### src/rtl/core/robin_hood_int_hash_table_defines.svh
// ----------------------------------------------------------------------------
// Robin Hood hash table assertion macros
// Shared property wrappers used by the RTL files of the hash table.
// ----------------------------------------------------------------------------
`ifndef ROBIN_HOOD_INT_HASH_TABLE_DEFINES_SVH
`define ROBIN_HOOD_INT_HASH_TABLE_DEFINES_SVH

// Same-cycle implication, disabled while reset is asserted.
`define RHIH_ASSERT_IMPL(label, clk, rst_n, ante, cons) \
    label: assert property (@(posedge clk) disable iff (!rst_n) (ante) |-> (cons)) \
        else $error("rhih: same-cycle check failed");

// Next-cycle implication, disabled while reset is asserted.
`define RHIH_ASSERT_NEXT(label, clk, rst_n, ante, cons) \
    label: assert property (@(posedge clk) disable iff (!rst_n) (ante) |=> (cons)) \
        else $error("rhih: next-cycle check failed");

`endif

### src/rtl/core/rhih_pkg.sv
// ----------------------------------------------------------------------------
// Robin Hood hash table package
// Sizes, operation codes, payload and slot types shared by the table modules.
// ----------------------------------------------------------------------------
`timescale 1ns / 1ps
`default_nettype none

package rhih_pkg;

    // Table size; must be a power of two so that the slot index wraps.
    localparam int SLOTS   = 1024;
    localparam int IDX_W   = $clog2(SLOTS);
    localparam int KEY_W   = 64;
    localparam int VAL_W   = 64;
    localparam int LIM_W   = 10;
    localparam int ENTRY_W = 10;
    localparam int CMP_W   = (IDX_W > LIM_W) ? IDX_W : LIM_W;

    localparam logic [LIM_W-1:0] LIMIT_RESET = LIM_W'(768);
    localparam logic [63:0]      GOLDEN_MULT = 64'h9E37_79B9_7F4A_7C15;

    localparam logic [1:0] ACT_GET = 2'd0;
    localparam logic [1:0] ACT_PUT = 2'd1;
    localparam logic [1:0] ACT_DEL = 2'd2;
    localparam logic [1:0] ACT_NOP = 2'd3;

    typedef struct packed {
        logic [1:0]       action;
        logic [KEY_W-1:0] key;
        logic [VAL_W-1:0] value;
    } t_req;

    typedef struct packed {
        logic               found;
        logic [VAL_W-1:0]   read_value;
        logic               status;
        logic [ENTRY_W-1:0] entry_total;
    } t_rsp;

    typedef struct packed {
        logic             used;
        logic [IDX_W-1:0] distance;
        logic [KEY_W-1:0] key;
        logic [VAL_W-1:0] value;
    } t_slot;

    typedef struct packed {
        logic             wr_en;
        logic [IDX_W-1:0] wr_addr;
        logic [IDX_W-1:0] rd_addr;
        t_slot            wr_data;
    } t_ram_cmd;

    typedef struct packed {
        logic empty;    // slot holds no entry
        logic key_eq;   // slot key equals the probe key
        logic closer;   // slot distance is below the probe distance
        logic at_home;  // slot entry sits in its home slot
    } t_cmp;

    // Only the low index bits of the product are needed, and those depend
    // only on the low bits of both factors.
    function automatic logic [IDX_W-1:0] home_slot(input logic [KEY_W-1:0] k);
        logic [IDX_W-1:0] p;
        p = k[IDX_W-1:0] * GOLDEN_MULT[IDX_W-1:0];
        return p;
    endfunction

endpackage

`default_nettype wire

### src/rtl/core/rhih_slot_cmp.sv
// ----------------------------------------------------------------------------
// Slot compare unit
// Compares the slot just read against the probe key and probe distance.
// ----------------------------------------------------------------------------
`timescale 1ns / 1ps
`default_nettype none

module rhih_slot_cmp
    import rhih_pkg::*;
(
    input  t_slot            i_slot,
    input  wire [KEY_W-1:0]  i_key,
    input  wire [IDX_W-1:0]  i_dist,
    output t_cmp             o_cmp
);

    always_comb begin
        o_cmp.empty   = !i_slot.used;
        o_cmp.key_eq  = (i_slot.key == i_key);
        o_cmp.closer  = (i_slot.distance < i_dist);
        o_cmp.at_home = (i_slot.distance == '0);
    end

endmodule

`default_nettype wire

### src/rtl/core/rhih_seq.sv
// ----------------------------------------------------------------------------
// Probe sequencer
// Walks the slot memory one slot per cycle for get, put and delete, and runs
// the clearing pass after reset.
// ----------------------------------------------------------------------------
`timescale 1ns / 1ps
`default_nettype none
`include "robin_hood_int_hash_table_defines.svh"

module rhih_seq
    import rhih_pkg::*;
(
    input  wire              i_clk,
    input  wire              i_rst_n,
    input  wire              i_start,
    input  t_req             i_req,
    input  wire [LIM_W-1:0]  i_limit,
    output logic             o_idle,
    output logic             o_done,
    output t_rsp             o_rsp,
    input  wire              i_take,
    output t_ram_cmd         o_cmd,
    input  t_slot            i_q
);

    localparam logic [2:0] S_CLEAR = 3'd0;
    localparam logic [2:0] S_IDLE  = 3'd1;
    localparam logic [2:0] S_LOOK  = 3'd2;
    localparam logic [2:0] S_INS   = 3'd3;
    localparam logic [2:0] S_SHIFT = 3'd4;
    localparam logic [2:0] S_DONE  = 3'd5;

    logic [2:0]       r_state, n_state;
    logic [IDX_W-1:0] r_clr,   n_clr;
    logic [IDX_W-1:0] r_cnt,   n_cnt;
    logic [IDX_W-1:0] r_idx,   n_idx;
    logic [IDX_W-1:0] r_prev,  n_prev;
    logic [IDX_W-1:0] r_dist,  n_dist;
    logic [KEY_W-1:0] r_key,   n_key;
    logic [VAL_W-1:0] r_val,   n_val;
    logic [1:0]       r_act,   n_act;
    logic             r_found, n_found;
    logic [VAL_W-1:0] r_rv,    n_rv;
    logic             r_status, n_status;

    logic [IDX_W-1:0] nidx;
    logic [IDX_W-1:0] home;
    logic [CMP_W-1:0] lim_ext;
    logic [CMP_W-1:0] lim_cap;
    logic [CMP_W-1:0] lim_eff;
    logic             full;
    t_cmp             cmp;

    rhih_slot_cmp u_cmp (
        .i_slot (i_q),
        .i_key  (r_key),
        .i_dist (r_dist),
        .o_cmp  (cmp)
    );

    assign nidx    = r_idx + 1'b1;
    assign home    = home_slot(i_req.key);
    assign lim_ext = CMP_W'(i_limit);
    assign lim_cap = CMP_W'(SLOTS - 1);
    assign lim_eff = (lim_ext > lim_cap) ? lim_cap : lim_ext;
    assign full    = (CMP_W'(r_cnt) >= lim_eff);

    always_comb begin
        n_state  = r_state;
        n_clr    = r_clr;
        n_cnt    = r_cnt;
        n_idx    = r_idx;
        n_prev   = r_prev;
        n_dist   = r_dist;
        n_key    = r_key;
        n_val    = r_val;
        n_act    = r_act;
        n_found  = r_found;
        n_rv     = r_rv;
        n_status = r_status;

        o_cmd.wr_en            = 1'b0;
        o_cmd.wr_addr          = r_idx;
        o_cmd.rd_addr          = nidx;
        o_cmd.wr_data.used     = 1'b1;
        o_cmd.wr_data.distance = r_dist;
        o_cmd.wr_data.key      = r_key;
        o_cmd.wr_data.value    = r_val;

        unique case (r_state)
            S_CLEAR: begin
                o_cmd.wr_en        = 1'b1;
                o_cmd.wr_addr      = r_clr;
                o_cmd.rd_addr      = r_clr + 1'b1;
                o_cmd.wr_data.used = 1'b0;
                n_clr              = r_clr + 1'b1;
                if (r_clr == IDX_W'(SLOTS - 1)) begin
                    n_state = S_IDLE;
                end
            end
            S_IDLE: begin
                o_cmd.rd_addr = home;
                if (i_start) begin
                    n_idx    = home;
                    n_dist   = '0;
                    n_key    = i_req.key;
                    n_val    = i_req.value;
                    n_act    = i_req.action;
                    n_found  = 1'b0;
                    n_rv     = '0;
                    n_status = 1'b0;
                    unique case (i_req.action) inside
                        ACT_GET, ACT_DEL: begin
                            n_state = S_LOOK;
                        end
                        ACT_PUT: begin
                            // A full table rejects even a put that would update.
                            if (full) begin
                                n_status = 1'b1;
                                n_state  = S_DONE;
                            end else begin
                                n_state = S_INS;
                            end
                        end
                        default: begin
                            n_state = S_DONE;
                        end
                    endcase
                end
            end
            S_LOOK: begin
                if (cmp.empty || cmp.closer) begin
                    n_state = S_DONE;
                end else if (cmp.key_eq) begin
                    n_found = 1'b1;
                    if (r_act == ACT_GET) begin
                        n_rv    = i_q.value;
                        n_state = S_DONE;
                    end else begin
                        // The read of the following slot is already under way.
                        n_cnt   = r_cnt - 1'b1;
                        n_prev  = r_idx;
                        n_idx   = nidx;
                        n_state = S_SHIFT;
                    end
                end else begin
                    n_dist = r_dist + 1'b1;
                    n_idx  = nidx;
                end
            end
            S_INS: begin
                if (cmp.empty) begin
                    o_cmd.wr_en = 1'b1;
                    n_found     = 1'b1;
                    n_cnt       = r_cnt + 1'b1;
                    n_state     = S_DONE;
                end else if (cmp.key_eq) begin
                    o_cmd.wr_en            = 1'b1;
                    o_cmd.wr_data.distance = i_q.distance;
                    n_state                = S_DONE;
                end else if (cmp.closer) begin
                    // Take the slot from the richer occupant and carry it on.
                    o_cmd.wr_en = 1'b1;
                    n_key       = i_q.key;
                    n_val       = i_q.value;
                    n_dist      = i_q.distance + 1'b1;
                    n_idx       = nidx;
                end else begin
                    n_dist = r_dist + 1'b1;
                    n_idx  = nidx;
                end
            end
            S_SHIFT: begin
                o_cmd.wr_en   = 1'b1;
                o_cmd.wr_addr = r_prev;
                if (cmp.empty || cmp.at_home) begin
                    o_cmd.wr_data.used = 1'b0;
                    n_state            = S_DONE;
                end else begin
                    o_cmd.wr_data.distance = i_q.distance - 1'b1;
                    o_cmd.wr_data.key      = i_q.key;
                    o_cmd.wr_data.value    = i_q.value;
                    n_prev                 = r_idx;
                    n_idx                  = nidx;
                end
            end
            S_DONE: begin
                if (i_take) begin
                    n_state = S_IDLE;
                end
            end
            default: begin
                n_state = S_CLEAR;
            end
        endcase
    end

    always_ff @(posedge i_clk) begin
        if (!i_rst_n) begin
            r_state <= S_CLEAR;
            r_clr   <= '0;
            r_cnt   <= '0;
        end else begin
            r_state <= n_state;
            r_clr   <= n_clr;
            r_cnt   <= n_cnt;
        end
    end

    always_ff @(posedge i_clk) begin
        r_idx    <= n_idx;
        r_prev   <= n_prev;
        r_dist   <= n_dist;
        r_key    <= n_key;
        r_val    <= n_val;
        r_act    <= n_act;
        r_found  <= n_found;
        r_rv     <= n_rv;
        r_status <= n_status;
    end

    assign o_idle = (r_state == S_IDLE);
    assign o_done = (r_state == S_DONE);

    always_comb begin
        o_rsp.found       = r_found;
        o_rsp.read_value  = r_rv;
        o_rsp.status      = r_status;
        o_rsp.entry_total = ENTRY_W'(r_cnt);
    end

    // A write must never hit the slot whose read is issued in the same cycle.
    `RHIH_ASSERT_IMPL(a_wr_rd_apart, i_clk, i_rst_n, o_cmd.wr_en, (o_cmd.wr_addr != o_cmd.rd_addr))
    `RHIH_ASSERT_NEXT(a_idle_cnt_hold, i_clk, i_rst_n, (r_state == S_IDLE), (r_cnt == $past(r_cnt)))
    `RHIH_ASSERT_IMPL(a_found_xor_status, i_clk, i_rst_n, (r_state == S_DONE), !(r_found && r_status))

endmodule

`default_nettype wire

### config.mk
export PLATFORM = sky130hd
export DESIGN_NAME = rhih_seq
export DESIGN_NICKNAME = d
export VERILOG_FILES = /design/src/rtl/core/rhih_pkg.sv /design/src/rtl/core/rhih_slot_cmp.sv /design/src/rtl/core/rhih_seq.sv
export VERILOG_INCLUDE_DIRS = /design/src /design/src/rtl/core
export SDC_FILE = /design/constraint.sdc
export NUM_CORES = 1
export LEC_CHECK = 0
export ABC_AREA = 1
export BUFFER_PORTS_ARGS = -buffer_cell sky130_fd_sc_hd__buf_2
export CORE_AREA = 4 4 202 204
export CTS_BUF_LIST = sky130_fd_sc_hd__clkbuf_4 sky130_fd_sc_hd__clkbuf_8
export CTS_CLUSTER_SIZE = 12
export DETAILED_ROUTE_END_ITERATION = 10
export DIE_AREA = 0 0 206 208
export PLACE_DENSITY = 0.76
export SLEW_MARGIN = 15
export SYNTH_ARGS = -nofsm -noshare
export SYNTH_HDL_FRONTEND = slang
export SYNTH_SLANG_ARGS = --single-unit
export TNS_END_PERCENT = 10
### constraint.sdc
create_clock -name i_clk -period 14.2 [get_ports i_clk]
set_input_delay 3.55 -clock i_clk [delete_from_list [all_inputs] [get_ports i_clk]]
set_output_delay 3.55 -clock i_clk [all_outputs]
set_load 0.02 [all_outputs]
==> results of run 1 <==
per-layer routing:
metal  vias up  part of all wire  global-route usage
met5         -           0.00050                   0
met1      6967              0.40               0.285
li1       7286                 -                   -
met3       115             0.091              0.0595
met4         4             0.039              0.0874
met2       741              0.47               0.372
state kept, by name (all words and copies together), names as in the netlist, 2 cells and up:
register  flops
r_clr        10
r_prev       10
r_state       3
r_val        64
r_key        64
r_dist       10
r_rv         64
r_act         2
r_idx        10
r_cnt        10
cells in the mapped netlist, drive strengths merged, types with 3 or more instances:
master | n | share of area
dfxtp | 23 | 0.030
nor2 | 155 | 0.042
o22ai | 8 | 0.0033
a22oi | 5 | 0.0024
nand4 | 15 | 0.0061
a21oi | 49 | 0.018
buf | 44 | 0.016
o21ai | 290 | 0.095
nand3 | 46 | 0.017
fa | 5 | 0.0065
inv | 289 | 0.071
xnor2 | 11 | 0.0063
xor2 | 44 | 0.025
edfxtp | 226 | 0.44
or2 | 3 | 0.0012
nand2 | 592 | 0.15
o221ai | 4 | 0.0023
clkbuf | 38 | 0.0093
ha | 48 | 0.039
o211ai | 18 | 0.0091
nor3 | 7 | 0.0030
report_power, final:
| group | leakage, nW | switching, mW | internal [mW] |
|---|---|---|---|
| Sequential | 2.31 | 0.134 | 1.17 |
| Clock | 0.445 | 0.315 | 0.354 |
| Combinational | 6.93 | 1.36 | 0.554 |
| Total | 9.68 | 1.81 | 2.07 |
final timing paths:
path,from,end,cells past startpoint
min,r_idx[5]$_DFFE_PP_,r_prev[5]$_DFFE_PP_,0
min reg2reg,r_idx[5]$_DFFE_PP_,r_prev[5]$_DFFE_PP_,0
max,i_req[66],o_cmd[148],16
max reg2reg,r_dist[7]$_DFFE_PP_,r_val[3]$_DFFE_PP_,10
logic make-up (layout without fill, tap and decap cells):
logic type                 count (synthesis)  count (layout)  synth area share
adders and majority gates                 53              53            0.0456
xor gates and xnor gates                  55              55            0.0314
buffers and inverters                    373             896            0.0966
DFF                                      249             249             0.472
other                                      0               5                 0
AOI/OAI and AO/OA                        385             385             0.136
and+or+nand+nor                          824             824             0.219
stage by stage:
step	hold slack, ns	setup WS [ns]
after floorplan	0.426	3.81
after global placement	0.427	4.19
after detailed placement	0.435	4.27
after CTS	0.449	4.26
after global routing	0.456	3.97
final	0.449	4.23
worst max-delay path: stages:
cell and delay (ns):
buf_2 0.12, ha_1 0.31, ha_1 0.28, inv_1 0.05
fa_1 0.49, inv_1 0.05, ha_1 0.34, a21oi_1 0.16
o21ai_0 0.14, nand2_1 0.09, nand2_1 0.05, a21oi_1 0.16
xor2_1 0.16, inv_1 0.07, o211ai_1 0.20, buf_2 0.21
area by class of cell:
type,instances,area (um^2)
sequential,249,7250
timing repair buffer,529,2670
clock inverter,16,123
inverter,291,1100
antenna,5,12.5
multi-input combinational,1317,6650
tap,525,657
fill,3766,20100
clock buffer,60,732
==> results by group, run 1 <==
CTS
  – H-tree levels: 2
  – Clock Tree Buf Depth: 3
  – Post-CTS resize count: 0
  – Clock Pin Slew Worst Setup and Hold Paths: 0.06 ns
  – CTS buffer count: 45
  – CTS tree: built
  – Post-CTS Hold Buffers: 0
  – Root Driver: clkbuf_8
  – CTS Sinks: 249
  – Total setup buffers inserted after CTS: 0
  – Clock Latency Late Sink: 0.62 ns

Power and ir drop
  – Final Total Pwr: 3.88 mW
  – Maximum vdd drop: 0.000220 V
  – Lkg Pwr: 9.68 nW
  – P per Cell Area: 202 nW/um^2

STA
  – Final slew viol count: 0
  – RSZ-0062 raised after global routing: false
  – Tightest Pin Transition: 1.13 ns
  – Post-layout min period: 9.97 ns
  – Final Cycle Share: 0.702
  – Setup violations, final: 0
  – Fin. Hold Viols: 0
  – Layout Skew: 0.0547 ns
  – Setup TNS: 0 ns
  – Slew headroom: 0.247
  – Fmax: 0.100 GHz

Place
  – Dpl cells: 2911
  – Port Buffers: 520
  – Post-DP HPWL: 38600 um
  – GPL Wtd Cong: 0.961
  – Placed cell area: 18300 um^2

Routing
  – Number of remaining DRC errors: 0
  – DR WL/cell: 17.3 um
  – Total wire length: 51600 um
  – Total number of vias: 15100
  – Vias per std cell: 5.05
  – DRT iter0 DRCs: 1591
  – Post-DRT Antenna Nets: 0
  – First-pass DRT Iterations: 6

Finish
  – Most frequent cells in the layout: nand2_1 (587), buf_2 (520), inv_1 (278)
  – Fraction of layout instances using a drive strength above 1: 0.263
  – Commonest non-fill, non-tap cell in the layout: nand2_1
  – Final core occ: 0.489
  – Final Non-Filler Cells: 2992
  – Area Growth Syn to Fin: 24.9%
  – Design area: 19200 um^2
  – Final Net Count: 2769

Job
  – Maxcap violations: 0

Synth
  – Seq/Total Area, Yosys: 0.472
  – Ys Warns: 0
  – Mapped cell area: 15400 um^2
  – Mean Syn Cell Area: 7.92 um^2
  – Asr flop ratio synth: 0
  – Cells after synthesis: 1939
  – Synthesized flop and latch total: 249
  – Netlist cell types: 49
  – Syn Nets: 2275
  – Synth Flop Type: edfxtp_1
  – EDFF count, synth: 226

Floorplanning
  – Die Wd: 206 um
  – # IOs: 521
  – Row cnt: 73
  – Die Area: 42800 um^2
  – Starting density of the core: 0.391
  – DIE HEIGHT: 208 um
  – Std-Cell Core Area: 39300 um^2

Setup path
  – R2r setup slk: 10.60 ns
  – CP startpoint kind: input pin
  – Arrival time worst endpoint: 6.42 ns
  – Setup CP Type: input pin to output port
  – Worst path required time: 10.65 ns
  – Setup crit end kind: output port
  – Worst-path fanout max: 4

Run status
  – Outcome: complete, no violations

Global routing
  – Largest net degree at the start of global routing: 181
  – Initial antenna violation count: 8
  – First-pass GRT wire length: 77200 um
  – Overflow after GRT: 0
  – GRT Overall Usage: 0.226
  – Vias in the first global route: 14400

Hold path
  – Tightest Hold Check Type: flip-flop to flip-flop
No activity file was read; power rests on OpenSTA's default activity.
==> inputs of run 2 (changes only) <==
Settings changed: PLACE_DENSITY 0.76 to 0.79.
Clock period 14.2 ns to 8.1 ns, I/O delays scaled along.
==> results by group, run 2 (same netlist as run 1, synthesis figures left out) <==
Setup path
  – Worst-path fanout max: 4 (unchanged)
  – Setup CP Type: input pin to output port
  – Setup crit end kind: output port
  – Slowest stage cell, crit path: fa_1
  – Worst path required time: 6.08 ns (-4.57 ns)
  – Arrival time worst endpoint: 4.85 ns (-1.57 ns)
  – Cells along the critical path: buf_2, ha_1, ha_1, inv_1, fa_1, inv_1, ha_1, a21oi_1, o21ai_0, nand2_1, nand2_1, a21oi_1, xor2_1, inv_1, o211ai_1, buf_2
  – Critical path's top delay family: adder cells
  – Max incr delay on CP: 0.50 ns (about the same)
  – Crit path buf inv count: 5 (unchanged)
  – CP startpoint kind: input pin
  – WP depth: 16 (unchanged)
  – Reg2reg path depth: 10 (unchanged)

Hold path
  – Tightest Hold Check Type: flip-flop to flip-flop
  – WHS Path Cells: 0 (unchanged)

CTS
  – CTS tree: built
  – Clock Pin Slew Worst Setup and Hold Paths: 0.06 ns (about the same)
  – CTS Sinks: 249 (unchanged)
  – Post-CTS resize count: 0 (unchanged)
  – Clock Tree Buf Depth: 3 (unchanged)
  – Clock Latency Late Sink: 0.59 ns (-0.03 ns)
  – Total setup buffers inserted after CTS: 0 (unchanged)
  – Post-CTS Hold Buffers: 0 (unchanged)
  – CTS buffer count: 45 (unchanged)
  – Root Driver: clkbuf_8
  – H-tree levels: 2 (unchanged)

Run status
  – Outcome: complete, no violations

Routing
  – DRT iter0 DRCs: 1416 (-11%)
  – DR WL/cell: 17.0 um (-1.7%)
  – Total wire length: 50900 um (-1.5%)
  – Post-DRT Antenna Nets: 0 (unchanged)
  – Vias per std cell: 5.06 (+0.13%)
  – Number of remaining DRC errors: 0 (unchanged)
  – First-pass DRT Iterations: 6 (unchanged)
  – Total number of vias: 15200 (+0.33%)

Finish
  – Most frequent cells in the layout: nand2_1 (587), buf_2 (520), inv_1 (278)
  – Area of the multi-input gates: 6650 um^2 (about the same)
  – Sequential cell area: 7250 um^2 (unchanged)
  – Area Growth Syn to Fin: 25.2%
  – Final Non-Filler Cells: 2998 (+0.20%)
  – Fraction of layout instances using a drive strength above 1: 0.264 (+0.000981)
  – Final core occ: 0.490 (+0.000892)
  – Commonest non-fill, non-tap cell in the layout: nand2_1
  – Final Net Count: 2771 (+0.072%)
  – Fill count: 3718 (-1.3%)
  – Largest registers: r_key: 64 flops, r_rv: 64 flops, r_val: 64 flops

Floorplanning
  – Starting density of the core: 0.391 (unchanged)
  – DIE HEIGHT: 208 um (unchanged)
  – Std-Cell Core Area: 39300 um^2 (unchanged)
  – Die Wd: 206 um (unchanged)
  – Row cnt: 73 (unchanged)
  – Die Area: 42800 um^2 (unchanged)
  – # IOs: 521 (unchanged)

Place
  – GPL Wtd Cong: 0.945 (-1.8%)
  – Post-DP HPWL: 38200 um (-1.0%)
  – Port Buffers: 520 (unchanged)
  – Dpl cells: 2913 (+0.069%)

STA
  – RSZ-0062 raised after global routing: false
  – Setup TNS: 0 ns (unchanged)
  – Setup violations, final: 0 (unchanged)
  – Final Cycle Share: 0.848
  – Fmax: 0.146 GHz
  – Final slew viol count: 0 (unchanged)
  – Slew headroom: 0.240 (-0.00691)
  – Fin. Hold Viols: 0 (unchanged)
  – Post-layout min period: 6.87 ns
  – Layout Skew: 0.0309 ns (-0.0238 ns)
  – Tightest Pin Transition: 1.14 ns (+0.0145 ns)

Global routing
  – First-pass GRT wire length: 76600 um (-0.80%)
  – GRT Overall Usage: 0.223 (-0.00329)
  – Vias in the first global route: 14300 (-0.79%)
  – Initial antenna violation count: 6 (-2)
  – Largest net degree at the start of global routing: 106 (-41%)
  – Overflow after GRT: 0 (unchanged)

Job
  – Maxcap violations: 0 (unchanged)

Power and ir drop
  – Maximum vdd drop: 0.000283 V (+29%)
  – Lkg Pwr: 9.71 nW (+0.30%)
  – P per Cell Area: 353 nW/um^2 (+75%)
[run 2: routing by layer]
| layer | vias to the layer above | track usage | wire [um] |
|---|---|---|---|
| met2 | 748 | 0.370 | 24000 |
| li1 | 7296 | - | - |
| met3 | 112 | 0.0521 | 4620 |
| met4 | 4 | 0.0865 | 1930 |
| met1 | 7003 | 0.281 | 20300 |
| met5 | - | 0 | 27 |
[run 2: worst reg2reg max path: cells and delay by family (launching register included)]
family	cells	cell delay [ns]
buf+inv	3	1.27
simple gates	4	0.66
compound gates	2	0.47
flops	1	0.44
fa+ha+maj	1	0.26
[run 2: final cells by class]
class,count,share of cell area
diodes,5,0.000651
clock buffers,64,0.0400
clock inverters,16,0.00462
inverters,291,0.0571
multi-input cells,1317,0.346
flip-flops and latches,249,0.377
well taps,525,0.0342
repair buffers,531,0.141
[run 2: through the flow]
stage	worst slack (ns)	hold WS (ns)	area [um^2]	power [mW]
2_1_floorplan	1.11	0.426	15400	4.50
3_3_place_gp	1.17	0.428	18400	5.57
3_5_place_dp	1.24	0.434	18400	5.63
4_1_cts	1.24	0.446	19200	6.82
5_1_grt	1.03	0.465	19200	7.24
6_report	1.23	0.446	19200	6.79
[run 2: final timing paths]
kind,slack (ns),to,start
setup / recovery,1.23,o_cmd[148],i_req[66]
hold / removal,0.45,r_prev[9]$_DFFE_PP_,r_idx[9]$_DFFE_PP_
setup reg to reg,4.48,r_key[14]$_DFFE_PP_,r_dist[7]$_DFFE_PP_
hold reg to reg,0.45,r_prev[9]$_DFFE_PP_,r_idx[9]$_DFFE_PP_
[run 2: power breakdown]
| group | switching, mW | internal (mW) | total [mW] |
|---|---|---|---|
| combinational | 2.37 | 0.982 | 3.35 |
| sequential | 0.237 | 2.04 | 2.28 |
| clock | 0.547 | 0.615 | 1.16 |
